==> config.mk <==
export PLATFORM = sky130hd
export DESIGN_NAME = base75_block_decoder_unit
export DESIGN_NICKNAME = d
export VERILOG_FILES = /design/src/rtl/b75dec_pkg.sv /design/src/rtl/b75dec_emitter.sv /design/src/rtl/base75_block_decoder_unit.sv
export SDC_FILE = /design/constraint.sdc
export NUM_CORES = 1
export LEC_CHECK = 0
export ABC_AREA = 1
export BUFFER_PORTS_ARGS = -buffer_cell sky130_fd_sc_hd__buf_2
export CORE_ASPECT_RATIO = 0.9
export CORE_UTILIZATION = 50
export CTS_BUF_LIST = sky130_fd_sc_hd__clkbuf_4
export CTS_CLUSTER_SIZE = 16
export DETAILED_ROUTE_END_ITERATION = 12
export GPL_TIMING_DRIVEN = 0
export HOLD_SLACK_MARGIN = 0.1
export PLACE_DENSITY_LB_ADDON = 0.05
export SYNTH_ARGS = -nofsm -noshare
export SYNTH_HDL_FRONTEND = slang
export SYNTH_HIERARCHICAL = 1
export SYNTH_SLANG_ARGS = --single-unit
==> constraint.sdc <==
create_clock -name clock -period 6.9 [get_ports clock]
set_input_delay 1.035 -clock clock [delete_from_list [all_inputs] [get_ports clock]]
set_output_delay 1.035 -clock clock [all_outputs]
set_load 0.005 [all_outputs]
==> src/rtl/b75dec_pkg.sv <==
// Shared types, constants and the symbol-to-digit map of the base-75 block decoder.
// No dependencies; used by b75dec_emitter and base75_block_decoder_unit.
`default_nettype none

package b75dec_pkg;

   localparam int SymbolsPerBlock = 9;
   localparam int BytesPerBlock   = 7;

   localparam int DigitWidth  = 7;
   localparam int AccWidth    = 57;
   localparam int WeightWidth = 50;
   localparam int BlockBits   = 8 * BytesPerBlock;
   localparam int CountWidth  = $clog2(SymbolsPerBlock + 1);
   localparam int IndexWidth  = $clog2(BytesPerBlock + 1);

   localparam logic [WeightWidth-1:0] DigitBase = WeightWidth'(75);

   typedef enum logic [1:0] {
      STATUS_OK         = 2'd0,
      STATUS_BAD_SYMBOL = 2'd1,
      STATUS_TOO_LARGE  = 2'd2
   } status_type;

   typedef struct packed {
      logic                  ok;
      logic [DigitWidth-1:0] value;
   } digit_type;

   typedef struct packed {
      logic                 load;
      logic [BlockBits-1:0] value;
      status_type           status;
      logic                 stream_end;
   } emit_type;

   function automatic digit_type digit_of(input logic [7:0] sym);
      digit_type d;
      d.ok    = 1'b1;
      d.value = '0;
      case (sym) inside
         8'h21: d.value = DigitWidth'(0);
         8'h24: d.value = DigitWidth'(1);
         8'h2b: d.value = DigitWidth'(2);
         8'h2c: d.value = DigitWidth'(3);
         8'h2d: d.value = DigitWidth'(4);
         8'h5b: d.value = DigitWidth'(5);
         8'h5d: d.value = DigitWidth'(6);
         [8'h30:8'h39]: d.value = DigitWidth'(sym - 8'h30) + DigitWidth'(7);
         8'h3a: d.value = DigitWidth'(17);
         8'h3d: d.value = DigitWidth'(18);
         8'h3f: d.value = DigitWidth'(19);
         8'h40: d.value = DigitWidth'(20);
         [8'h41:8'h5a]: d.value = DigitWidth'(sym - 8'h41) + DigitWidth'(21);
         8'h5f: d.value = DigitWidth'(47);
         [8'h61:8'h7a]: d.value = DigitWidth'(sym - 8'h61) + DigitWidth'(48);
         8'h7e: d.value = DigitWidth'(74);
         default: d.ok = 1'b0;
      endcase
      return d;
   endfunction

endpackage

`default_nettype wire

==> src/rtl/b75dec_emitter.sv <==
// Result register of the base-75 block decoder: sends a decoded block one byte per transfer.
// Depends on b75dec_pkg.
`default_nettype none

module b75dec_emitter (
   input  wire logic                  clock,
   input  wire logic                  reset,
   input  wire b75dec_pkg::emit_type  emit,
   output logic                       ready,
   output logic                       rsp_valid,
   input  wire logic                  rsp_stall,
   output logic [7:0]                 rsp_data_byte,
   output logic [1:0]                 rsp_status,
   output logic                       rsp_run_last,
   output logic                       rsp_stream_last
);

   logic                                 valid_ff;
   logic [b75dec_pkg::BlockBits-1:0]     data_ff;
   b75dec_pkg::status_type               status_ff;
   logic                                 end_ff;
   logic [b75dec_pkg::IndexWidth-1:0]    index_ff;
   logic                                 last;

   assign last = (status_ff != b75dec_pkg::STATUS_OK)
              || (index_ff == b75dec_pkg::IndexWidth'(b75dec_pkg::BytesPerBlock - 1));
   assign ready = !valid_ff || (last && !rsp_stall);

   always_ff @(posedge clock) begin
      if (reset) begin
         valid_ff <= 1'b0;
         index_ff <= '0;
      end else if (emit.load) begin
         valid_ff <= 1'b1;
         index_ff <= '0;
      end else if (valid_ff && !rsp_stall) begin
         if (last) begin
            valid_ff <= 1'b0;
         end else begin
            index_ff <= index_ff + 1'b1;
         end
      end
   end

   always_ff @(posedge clock) begin
      if (emit.load) begin
         data_ff   <= emit.value;
         status_ff <= emit.status;
         end_ff    <= emit.stream_end;
      end else if (valid_ff && !rsp_stall) begin
         data_ff <= data_ff >> 8;
      end
   end

   assign rsp_valid       = valid_ff;
   assign rsp_data_byte   = data_ff[7:0];
   assign rsp_status      = status_ff;
   assign rsp_run_last    = last;
   assign rsp_stream_last = last && end_ff;

endmodule

`default_nettype wire

==> src/rtl/base75_block_decoder_unit.sv <==
// Top level of the base-75 block decoder: input register, digit accumulation, result emitter.
// Depends on b75dec_pkg and b75dec_emitter.
//
// Use: one symbol byte per transfer on req_ (req_end_of_stream on the final symbol).
// Every 9 valid symbols, or the end of the stream, give 7 result transfers on rsp_,
// least significant byte first, run_last on the seventh. An invalid symbol or a block
// value of 2^56 or more gives one error transfer (status 1 or 2, byte 0, both last
// flags set); symbols up to and including the next end-of-stream are then dropped.
// A symbol is folded in as it leaves the input register, which also loads any result it
// produces into the emitter. Throughput: one symbol per cycle while req_stall is low; one
// result per cycle from the byte emitter, which holds one block, while rsp_stall is low.
// A symbol completing a block waits in the input register while the emitter still sends the
// previous one; without receiver stalls, that ends before 9 further symbols fill another block.
// Reset clears the partial block, the drop flag and both valid registers.
// When the receiver stalls, the current result holds and, once the input register
// is waiting on the emitter, req_stall rises.
`default_nettype none

module base75_block_decoder_unit (
   input  wire logic       clock,
   input  wire logic       reset,
   input  wire logic       req_valid,
   output logic            req_stall,
   input  wire logic [7:0] req_symbol,
   input  wire logic       req_end_of_stream,
   output logic            rsp_valid,
   input  wire logic       rsp_stall,
   output logic [7:0]      rsp_data_byte,
   output logic [1:0]      rsp_status,
   output logic            rsp_run_last,
   output logic            rsp_stream_last
);

   logic                                    in_valid_ff;
   logic [7:0]                              in_symbol_ff;
   logic                                    in_eos_ff;

   logic [b75dec_pkg::AccWidth-1:0]         acc_ff;
   logic [b75dec_pkg::WeightWidth-1:0]      weight_ff;
   logic [b75dec_pkg::CountWidth-1:0]       count_ff;
   logic                                    drop_ff;

   b75dec_pkg::digit_type                   digit;
   logic [b75dec_pkg::AccWidth-1:0]         product;
   logic [b75dec_pkg::AccWidth-1:0]         acc_in;
   logic [b75dec_pkg::CountWidth-1:0]       count_in;
   logic                                    block_done;
   logic                                    too_large;
   logic                                    produces;
   logic                                    advance;
   logic                                    emit_ready;
   b75dec_pkg::emit_type                    emit;

   assign digit      = b75dec_pkg::digit_of(in_symbol_ff);
   assign product    = b75dec_pkg::AccWidth'(weight_ff) * b75dec_pkg::AccWidth'(digit.value);
   assign acc_in     = acc_ff + product;
   assign count_in   = count_ff + 1'b1;
   assign block_done = (count_in == b75dec_pkg::CountWidth'(b75dec_pkg::SymbolsPerBlock))
                    || in_eos_ff;
   assign too_large  = |acc_in[b75dec_pkg::AccWidth-1:b75dec_pkg::BlockBits];
   assign produces   = !drop_ff && (!digit.ok || block_done);
   assign advance    = in_valid_ff && (!produces || emit_ready);
   assign req_stall  = in_valid_ff && !advance;

   always_ff @(posedge clock) begin
      if (reset) begin
         in_valid_ff <= 1'b0;
      end else if (req_valid && !req_stall) begin
         in_valid_ff <= 1'b1;
      end else if (advance) begin
         in_valid_ff <= 1'b0;
      end
   end

   always_ff @(posedge clock) begin
      if (req_valid && !req_stall) begin
         in_symbol_ff <= req_symbol;
         in_eos_ff    <= req_end_of_stream;
      end
   end

   always_comb begin
      emit.load       = 1'b0;
      emit.value      = '0;
      emit.status     = b75dec_pkg::STATUS_OK;
      emit.stream_end = in_eos_ff;
      if (advance && !drop_ff) begin
         if (!digit.ok) begin
            emit.load       = 1'b1;
            emit.status     = b75dec_pkg::STATUS_BAD_SYMBOL;
            emit.stream_end = 1'b1;
         end else if (block_done) begin
            emit.load = 1'b1;
            if (too_large) begin
               emit.status     = b75dec_pkg::STATUS_TOO_LARGE;
               emit.stream_end = 1'b1;
            end else begin
               emit.value = acc_in[b75dec_pkg::BlockBits-1:0];
            end
         end
      end
   end

   always_ff @(posedge clock) begin
      if (reset) begin
         acc_ff    <= '0;
         weight_ff <= b75dec_pkg::WeightWidth'(1);
         count_ff  <= '0;
         drop_ff   <= 1'b0;
      end else if (advance) begin
         if (drop_ff) begin
            if (in_eos_ff) begin
               drop_ff   <= 1'b0;
               acc_ff    <= '0;
               weight_ff <= b75dec_pkg::WeightWidth'(1);
               count_ff  <= '0;
            end
         end else if (digit.ok && !block_done) begin
            acc_ff    <= acc_in;
            weight_ff <= weight_ff * b75dec_pkg::DigitBase;
            count_ff  <= count_in;
         end else begin
            // block emitted or error: start afresh
            acc_ff    <= '0;
            weight_ff <= b75dec_pkg::WeightWidth'(1);
            count_ff  <= '0;
            drop_ff   <= (!digit.ok || too_large) && !in_eos_ff;
         end
      end
   end

   b75dec_emitter u_emitter (
      .clock           (clock),
      .reset           (reset),
      .emit            (emit),
      .ready           (emit_ready),
      .rsp_valid       (rsp_valid),
      .rsp_stall       (rsp_stall),
      .rsp_data_byte   (rsp_data_byte),
      .rsp_status      (rsp_status),
      .rsp_run_last    (rsp_run_last),
      .rsp_stream_last (rsp_stream_last)
   );

endmodule

`default_nettype wire

# After elaboration in Yosys (flattened, before gate mapping)

Index checks and enable logic that the tools add are counted.

Bits in registers: 185
Input bits: 13
Output and inout bits: 14
Word-level logic and storage cells: 142

$add $sub $neg: 9
Multipliers: 2
Magnitude comparators: 6
Equality and inequality tests: 16
Mux-type cells: 58
Bitwise operators: 1
Reductions and logical operators: 37

Operator list:

| cell                    | count |
|---|---|
| $mux W56                | 4 |
| $mux W57                | 3 |
| $mux W50                | 3 |
| $mux W60                | 2 |
| $mux W7                 | 16 |
| $eq A8 B6 Y1 const B    | 8 |
| $add A57 B57 Y57        | 1 |
| $mul A50 B7 Y57         | 1 |
| $mul A50 B7 Y50 const B | 1 |
| $eq A8 B7 Y1 const B    | 5 |
| $mux W1                 | 25 |
| $ge A8 B7 Y1 const B    | 2 |
| $le A8 B7 Y1 const B    | 2 |
| $sub A7 B7 Y7 const B   | 2 |
| $logic_and A1 B1 Y1     | 13 |
| $mux W4                 | 3 |
| $logic_not A1 Y1        | 9 |
| $ge A8 B6 Y1 const B    | 1 |
| $le A8 B6 Y1 const B    | 1 |
| $reduce_bool A2 Y1      | 4 |
| $add A7 B3 Y7 const B   | 1 |
| $add A7 B5 Y7 const B   | 1 |
| $add A7 B6 Y7 const B   | 1 |
| $sub A7 B6 Y7 const B   | 1 |
| 11 further kinds        | 19 |

# Longest topological paths before layout

Gate-level depths: netlist of run 1.

Depth after elaboration: 28
Mapped depth: 46
Depth with buffers taken out: 45

# Cells and area by module

Netlist of run 1, hierarchy kept.

Modules (own cells, without submodules):

| module                    | instances | cells each | area each (um^2) | seq. area each (um^2) |
|---|---|---|---|---|
| base75_block_decoder_unit | 1         | 3605       | 25575.8          | 2532.4 |
| b75dec_emitter            | 1         | 273        | 2753.9           | 1851.8 |

# Worst setup path before layout of run 1

No wires, ideal clock.

Path kind: flip-flop to flip-flop
Start point: reg in_symbol_ff[0]
End point: reg u_emitter/data_ff[12] in the netlist's numbering, data pin
Library setup time: 252 ps
Data arrival time: 6100 ps
Required time: 6648 ps
Slack: 548 ps
Cell stages (with the launch flop): 47
Path buffers: 2
Clock period less this slack: 6352 ps
Cells stage by stage: edfxtp_1 > inv_1 > ha_1 > inv_2 > nand2_1 > nand3_1 > nand2_1 > nand2_2 > inv_2 > nand2_1 > nand3_1 > nor2_1 > o21ai_0 > nand2_1 > nand2_1 > nand2_1 > nand2_1 > nand2_2 > (+11 left out) > nand2_1 > nor2_1 > nand2_1 > inv_1 > nand2_1 > nand2_1 > nand2_1 > nand2_1 > nand2_1 > nand2_1 > nand2_1 > nand3_2 > inv_2 > nand2_2 > buf_2 > nor2_1 > nand2_1 > nand2_1

RTL lines:

| element                | line                            | RTL |
|---|---|---|
| start, declared        | base75_block_decoder_unit.sv:35 | `logic [7:0] in_symbol_ff;` |
| start signal, assigned | base75_block_decoder_unit.sv:77 | `in_symbol_ff <= req_symbol;` |
| end signal, assigned   | b75dec_emitter.sv:47            | `data_ff <= emit.value;` |
| end signal, assigned   | b75dec_emitter.sv:51            | `data_ff <= data_ff >> 8;` |
| end, declared          | b75dec_emitter.sv:19            | `logic [b75dec_pkg::BlockBits-1:0] data_ff;` |

==> results of run 1 <==
sequential cells by signal, indices dropped and copies added, names as in the netlist:
register and flops:
acc_ff 57, u_emitter/data_ff 56, weight_ff 50, in_symbol_ff 8
count_ff 4, u_emitter/index_ff 3, u_emitter/rsp_status 2, drop_ff 1
in_eos_ff 1, in_valid_ff 1, u_emitter/end_ff 1, u_emitter/rsp_valid 1
layer usage:
layer  global-route usage, %  wire (um)  vias up
met5                       0          0        -
met4                    7.71       1810        0
met3                    6.42       7090       82
met2                    48.8      39800      791
met1                    48.4      43400    12400
li1                        -          -    12000
how the worst min path moves through the flow:
stage                      endpoint  cells past startpoint  slack, ns
global route        in_symbol_ff[3]                      1       0.34
detailed placement       acc_ff[23]                      2       0.45
finish              in_symbol_ff[5]                      1       0.45
CTS                 in_symbol_ff[5]                      1       0.34
floorplan                acc_ff[12]                      2       0.44
global placement         acc_ff[22]                      2       0.45
power breakdown:
| group | leakage (nW) | switching [mW] | internal, mW | total [mW] |
|---|---|---|---|---|
| clock | 0.149 | 0.467 | 0.159 | 0.626 |
| sequential | 1.59 | 0.0160 | 1.18 | 1.19 |
| combinational | 13.5 | 0.294 | 0.135 | 0.429 |
| total | 15.3 | 0.777 | 1.47 | 2.25 |
timing repair:
item                                    CTS  global route
gates resized for setup                 150           296
endpoints found under the setup margin  109            99
gates cloned                              0             4
hold endpoints to repair                  0             0
hold buffers                              0             0
pin swaps                                10            72
setup buffers                            19            47
stage by stage:
step / utilization [%] / setup TNS, ns
3_5_place_dp: 52.7 / -122.58
4_1_cts: 54.4 / -0.0191
5_1_grt: 57.3 / -0.990
2_1_floorplan: - / 0
3_3_place_gp: 52.7 / -128.92
6_report: 57.3 / 0
kinds of logic after synthesis:
group / synth area share (%)
simple gates: 23.8
buf+inv: 12.8
fa+ha+maj: 37.2
compound gates: 8.39
flops: 15.5
xor+xnor: 2.38
cell type report:
type / count / area, um^2
fillers: 5579 / 23800
multi-input cells: 2777 / 21800
flip-flops and latches: 185 / 4380
inverters: 822 / 3130
well taps: 756 / 946
repair buffers: 96 / 749
plain buffers: 95 / 747
clock buffers: 18 / 135
clock inverters: 14 / 115
diodes: 1 / 2.50
critical path, delay by kind of cell (launching register included):
kind	cells	cell delay (ns)
xor gates and xnor gates	1	0.26
buffers and inverters	8	1.14
adders and majority gates	6	2.53
DFF	1	0.54
AOI/OAI and AO/OA	1	0.23
and+or+nand+nor	14	1.82
cell usage in the layout (no fill, tap or decap), types with 17 or more instances in the layout:
cell type / synthesis / routed
a21oi_1: 259 / 221
dfxtp_1: 117 / 117
buf_4: 14 / 82
ha_1: 232 / 184
clkbuf_4: 0 / 20
o21ai_1: 5 / 17
nand3_1: 122 / 109
ha_4: 0 / 43
xor2_1: 58 / 49
a21oi_2: 1 / 34
o21bai_1: 19 / 17
nand2_1: 910 / 870
xnor2_1: 19 / 19
clkbuf_1: 33 / 21
nand2_2: 9 / 39
fa_1: 381 / 377
nand4_1: 27 / 27
buf_6: 14 / 22
edfxtp_1: 68 / 68
inv_2: 9 / 18
nor2_1: 495 / 449
nor2_2: 5 / 39
nor3_1: 31 / 26
o21ai_0: 100 / 80
buf_2: 27 / 44
inv_1: 809 / 796
==> impl_metrics.csv, run 1 <==
group,metric,value,unit
run_status,outcome,"completed",
worst_setup_path,cp-start-kind,"flop",
die,dieHeight,228,um
synth,async_flop_share,0,%
drt,ant_nets,0,
power,ir_drop,96.8,uV
drt,viasPerCell,5.31,
synth,ys_ff_latch,185,
sta,slew_headroom,10.6,%
synth,synth_area_leaders,"fa_1 (27%), nand2_1 (12%), inv_1 (11%)",
die,rows,82,
synth,synth_edf_count,68,
power,p_leak,15.3,nW
die,die_area,0.0576,mm^2
clock_tree,cts_tree,"yes",
sta,rsz0062_at_grt,"true",
sta,fin_crit,6.69,ns
worst_setup_path,rr_endpoint,"u_emitter/data_ff[36]",
worst_setup_path,regToRegSetupSlack,0.21,ns
worst_setup_path,crit_path_end,"u_emitter/data_ff[36]",
synth,synth_top_area_share,26.9,%
die,num_io_pins,27,
place,gp_congestion,1.02,
die,start_util,50.8,%
drt,routedWlPerCell,19.3,um
drt,drc_errors,0,
job,maxCapViolations,0,
sta,max_freq,0.150,GHz
die,core,0.0558,mm^2
worst_setup_path,ff2ff_path_depth,30,
global_routing,grt_first_pass_wirelength,142,mm
sta,drv_slew,0,
synth,yosysTopAreaCell,"fa_1",
clock_tree,clockRootBuffer,"clkbuf_4",
synth,yosys_warnings,6,
clock_tree,cts_made_buffers,17,
min_path,hold_path.startpoint,"req_symbol[5]",
worst_setup_path,cp.arrival,7.31,ns
sta,fin_skew,0.0655,ns
place,io_buffer_count,26,
power,power.density,70.3,mW/mm^2
finish,stdcell_count,4764,
synth,syn_area_per_cell,7.31,um^2
drt,via_count,25300,
worst_setup_path,path_max_fanout,10,
drt,dr.pass1.iters,6,
worst_setup_path,crit_start,"in_symbol_ff[3]",
worst_setup_path,critPathCaptureType,"flop",
synth,synth_most_common_cell,"nand2_1",
drt,totalWireLength,92.1,mm
worst_setup_path,critPathMaxStageDelay,0.54,ns
drt,drt-initial-drc-count,2160,
global_routing,gr-total-overflow,0,
place,placed_area,0.0294,mm^2
clock_tree,clock_latency,0.79,ns
synth,synthCells,3878,
place,placedCellCount,4661,
clock_tree,cts.sinks,185,
global_routing,grt_usage,32.6,%
worst_setup_path,cpMaxStageDelayCell,"edfxtp_1",
sta,period_share,96.9,%
clock_tree,cts.clk_slew.worst_paths,0.16,ns
finish,area_growth,12.9,%
clock_tree,ctsLongestPathBuffers,2,
die,fp.dieW,253,um
finish,stdcell_area,0.0320,mm^2
sta,whs,0.447,ns
synth,syn-num-nets,4504,
sta,hold_viol_final,0,
worst_setup_path,crit_type,"reg2reg",
sta,setup_viol,0,
sta,worstMarginPinSlew,1.34,ns
worst_setup_path,rr_startpoint,"in_symbol_ff[3]",
place,hpwl,76.4,mm
synth,ys_types,52,
global_routing,grt_start_max_net_pins,32,
global_routing,grt_pass1_vias,24500,
synth,synth_ff_type,"dfxtp_1",
synth,synth.top_cells.by_count,"nand2_1 (910), inv_1 (809), nor2_1 (495), fa_1 (381), a21oi_1 (259)",
synth,syn_area,0.0283,mm^2
clock_tree,htree_levels,4,
sta,finalWorstSetupSlack,0.213,ns
place,place_ws,-1.54,ns
worst_setup_path,required,7.52,ns
finish,drive_gt1_share,12.3,%
finish,nets,4620,
min_path,hold_class,"in2reg",
power,finalPower,2.25,mW
global_routing,antenna_found_initial,4,
synth,ys_seq_area_share,15.5,%
Note: power is estimated with default switching activity, not from simulation.
==> run 2: changes to the inputs <==
--- a/config.mk
+++ b/config.mk
@@ -7,7 +7,6 @@
 export LEC_CHECK = 0
 export ABC_AREA = 1
 export BUFFER_PORTS_ARGS = -buffer_cell sky130_fd_sc_hd__buf_2
-export CORE_ASPECT_RATIO = 0.9
 export CORE_UTILIZATION = 50
 export CTS_BUF_LIST = sky130_fd_sc_hd__clkbuf_4
 export CTS_CLUSTER_SIZE = 16
==> constraint.sdc (replaced) <==
create_clock -name clock -period 5.4 [get_ports clock]
set_input_delay 0.81 -clock clock [delete_from_list [all_inputs] [get_ports clock]]
set_output_delay 0.81 -clock clock [all_outputs]
set_load 0.005 [all_outputs]
==> run 2 against run 1 <==
Net effect: the flow now finishes with violations (setup timing); non-clock buffer count is 72 higher; cell count is 1.4% higher; sequential share of layout area is 0.80 points lower; count of clock-buffer cells in the layout is 1 higher; register-to-register slack worse by 1.5 ns; global-route usage is 1.1 points higher; critical path depth is 7 higher; first-iteration DRC count is 5.6% lower; utilization is 3.9 points higher; largest cell class unchanged; largest power group unchanged.
==> impl_metrics.csv, run 2 (same netlist as run 1, synthesis figures left out) <==
group,metric,value,unit
worst_setup_path,rr_startpoint,"in_symbol_ff[3]",
drt,viasPerCell,5.35,
drt,ant_nets,0,
die,core,0.0555,mm^2
sta,setup_viol,109,
die,start_util,51.0,%
finish,area_growth,19.9,%
job,maxCapViolations,0,
finish,nets,4692,
die,fp.dieW,240,um
finish,stdcell_area,0.0340,mm^2
clock_tree,cts.clk_slew.worst_paths,0.17,ns
sta,drv_slew,0,
min_path,holdPathStages,1,
min_path,hold_path.startpoint,"req_symbol[5]",
worst_setup_path,path_max_fanout,8,
worst_setup_path,cp.arrival,7.24,ns
die,dieHeight,240,um
clock_tree,clockRootBuffer,"clkbuf_4",
drt,via_count,25900,
clock_tree,cts_made_buffers,17,
power,ir_drop,130,uV
worst_setup_path,crit_family,"adder cells",
power,pwr-share-comb,20.7,%
min_path,hold_path_end,"in_symbol_ff[5]",
die,die_area,0.0576,mm^2
finish,stdcell_count,4829,
finish,top_regs,"acc_ff: 57 flops, u_emitter/data_ff: 56 flops, weight_ff: 50 flops",
global_routing,gr-total-overflow,0,
power,p_sw,1.04,mW
die,rows,86,
drt,drc_errors,0,
drt,routedWlPerCell,19.4,um
finish,final_util,61.2,%
sta,period_share,124,%
finish,largest_register_ffs,57,
power,finalPower,3.03,mW
place,hpwl,76.1,mm
sta,worstMarginPinSlew,1.22,ns
sta,fin_skew,0.0440,ns
die,num_io_pins,27,
sta,slew_headroom,18.6,%
worst_setup_path,critPathCaptureType,"flop",
place,placedCellCount,4653,
power,p_int,1.99,mW
finish,most-common-layout-cells,"nand2_1 (810), inv_1 (774), nor2_1 (398)",
sta,rsz0062_at_grt,"true",
power,p_leak,16.0,nW
clock_tree,htree_levels,4,
worst_setup_path,regToRegSetupSlack,-1.27,ns
worst_setup_path,cpMaxStageDelayCell,"fa_1",
clock_tree,cts.sinks,185,
worst_setup_path,rr_endpoint,"u_emitter/data_ff[55]",
power,switching_share,34.2,%
place,gp_congestion,0.990,
finish,drive_gt1_share,18.7,%
clock_tree,ctsLongestPathBuffers,2,
sta,max_freq,0.150,GHz
worst_setup_path,worst-path-buf-inv,13,
min_path,hold_class,"in2reg",
global_routing,grt_first_pass_wirelength,145,mm
worst_setup_path,critPathMaxStageDelay,0.56,ns
power,clockPowerShare,29.0,%
worst_setup_path,ff2ff_path_depth,37,
place,place_ws,-2.44,ns
drt,drt-initial-drc-count,2040,
run_status,outcome,"complete, but fails checks",
run_status,violations,"setup timing",
place,placed_area,0.0302,mm^2
power,seq_power_share,50.3,%
sta,finalWorstSetupSlack,-1.27,ns
worst_setup_path,crit_type,"reg2reg",
power,power.density,89.2,mW/mm^2
global_routing,grt_start_max_net_pins,33,
drt,dr.pass1.iters,6,
worst_setup_path,required,5.97,ns
drt,totalWireLength,93.6,mm
sta,hold_viol_final,0,
finish,largest-register,"acc_ff",
place,io_buffer_count,26,
clock_tree,clock_latency,0.80,ns
finish,final_common_cell,"nand2_1",
global_routing,antenna_found_initial,5,
global_routing,grt_usage,33.7,%
sta,fin_crit,6.67,ns
worst_setup_path,cpMostUsedCell,"nand2_1",
clock_tree,cts_tree,"yes",
global_routing,grt_pass1_vias,25700,
worst_setup_path,cp-start-kind,"flop",
run 2: changes by cell type in the layout (fill, tap and decap cells not counted), moves of 17 or more:
cell and change:
nor2_2 +21, nor2_1 -51, nand2_1 -60, nand2_4 +17, inv_2 +18, a21oi_1 -18, nor2_4 +30, buf_4 +52
inv_1 -22, nand2_2 +41
run 2: per-stage QoR:
| step | hold WS (ns) | setup TNS (ns) |
|---|---|---|
| after global routing | 0.135 | -145.03 |
| after CTS | 0.103 | -100.06 |
| after detailed placement | 0.452 | -231.13 |
| final | 0.193 | -113.95 |
| after floorplan | 0.439 | -34.44 |
| after global placement | 0.449 | -232.85 |
run 2: layout make-up:
cell class	count	area, um^2
plain buffers	95	813
clock inverters	13	154
fillers	5280	21600
clock buffers	19	143
well taps	748	936
repair buffers	168	1440
inverters	822	3150
diodes	2	5.00
multi-input cells	2777	22900
flip-flops and latches	185	4380
run 2: worst max path at each step:
| stage | startpoint | cells after the start | end | slack (ns) |
|---|---|---|---|---|
| after detailed placement | in_symbol_ff[2] | 33 | u_emitter/data_ff[6] | -2.44 |
| after floorplan | in_symbol_ff[2] | 42 | u_emitter/data_ff[18] | -0.55 |
| after global routing | in_symbol_ff[2] | 43 | u_emitter/data_ff[55] | -1.51 |
| after global placement | in_symbol_ff[2] | 34 | u_emitter/data_ff[14] | -2.47 |
| final | in_symbol_ff[3] | 37 | u_emitter/data_ff[55] | -1.27 |
| after CTS | in_symbol_ff[2] | 43 | u_emitter/data_ff[53] | -1.10 |
run 2: power groups by stage:
stage / sequential (mW) / clock (mW) / combinational, mW
5_1_grt: 1.53 / 0.945 / 0.667
2_1_floorplan: 1.55 / 0 / 0.301
6_report: 1.53 / 0.879 / 0.627
4_1_cts: 1.53 / 0.902 / 0.603
3_3_place_gp: 1.56 / 0 / 0.468
3_5_place_dp: 1.56 / 0 / 0.472
run 2: timing repair:
action / 4_1_cts / 5_1_grt
setup buffers: 110 / 20
resized for setup: 444 / 127
hold buffers: 4 / 0
endpoints found under the hold margin: 4 / 0
cloned: 9 / 1
pin swaps: 144 / 53
setup endpoints to repair: 111 / 111
run 2: per-layer routing:
| layer | global-route usage (%) | share of wire, % | vias up |
|---|---|---|---|
| met5 | 0 | 0 | - |
| met1 | 47.2 | 45 | 12700 |
| met4 | 12.7 | 3.7 | 0 |
| li1 | - | - | 12200 |
| met2 | 53.0 | 45 | 797 |
| met3 | 4.73 | 6.9 | 139 |
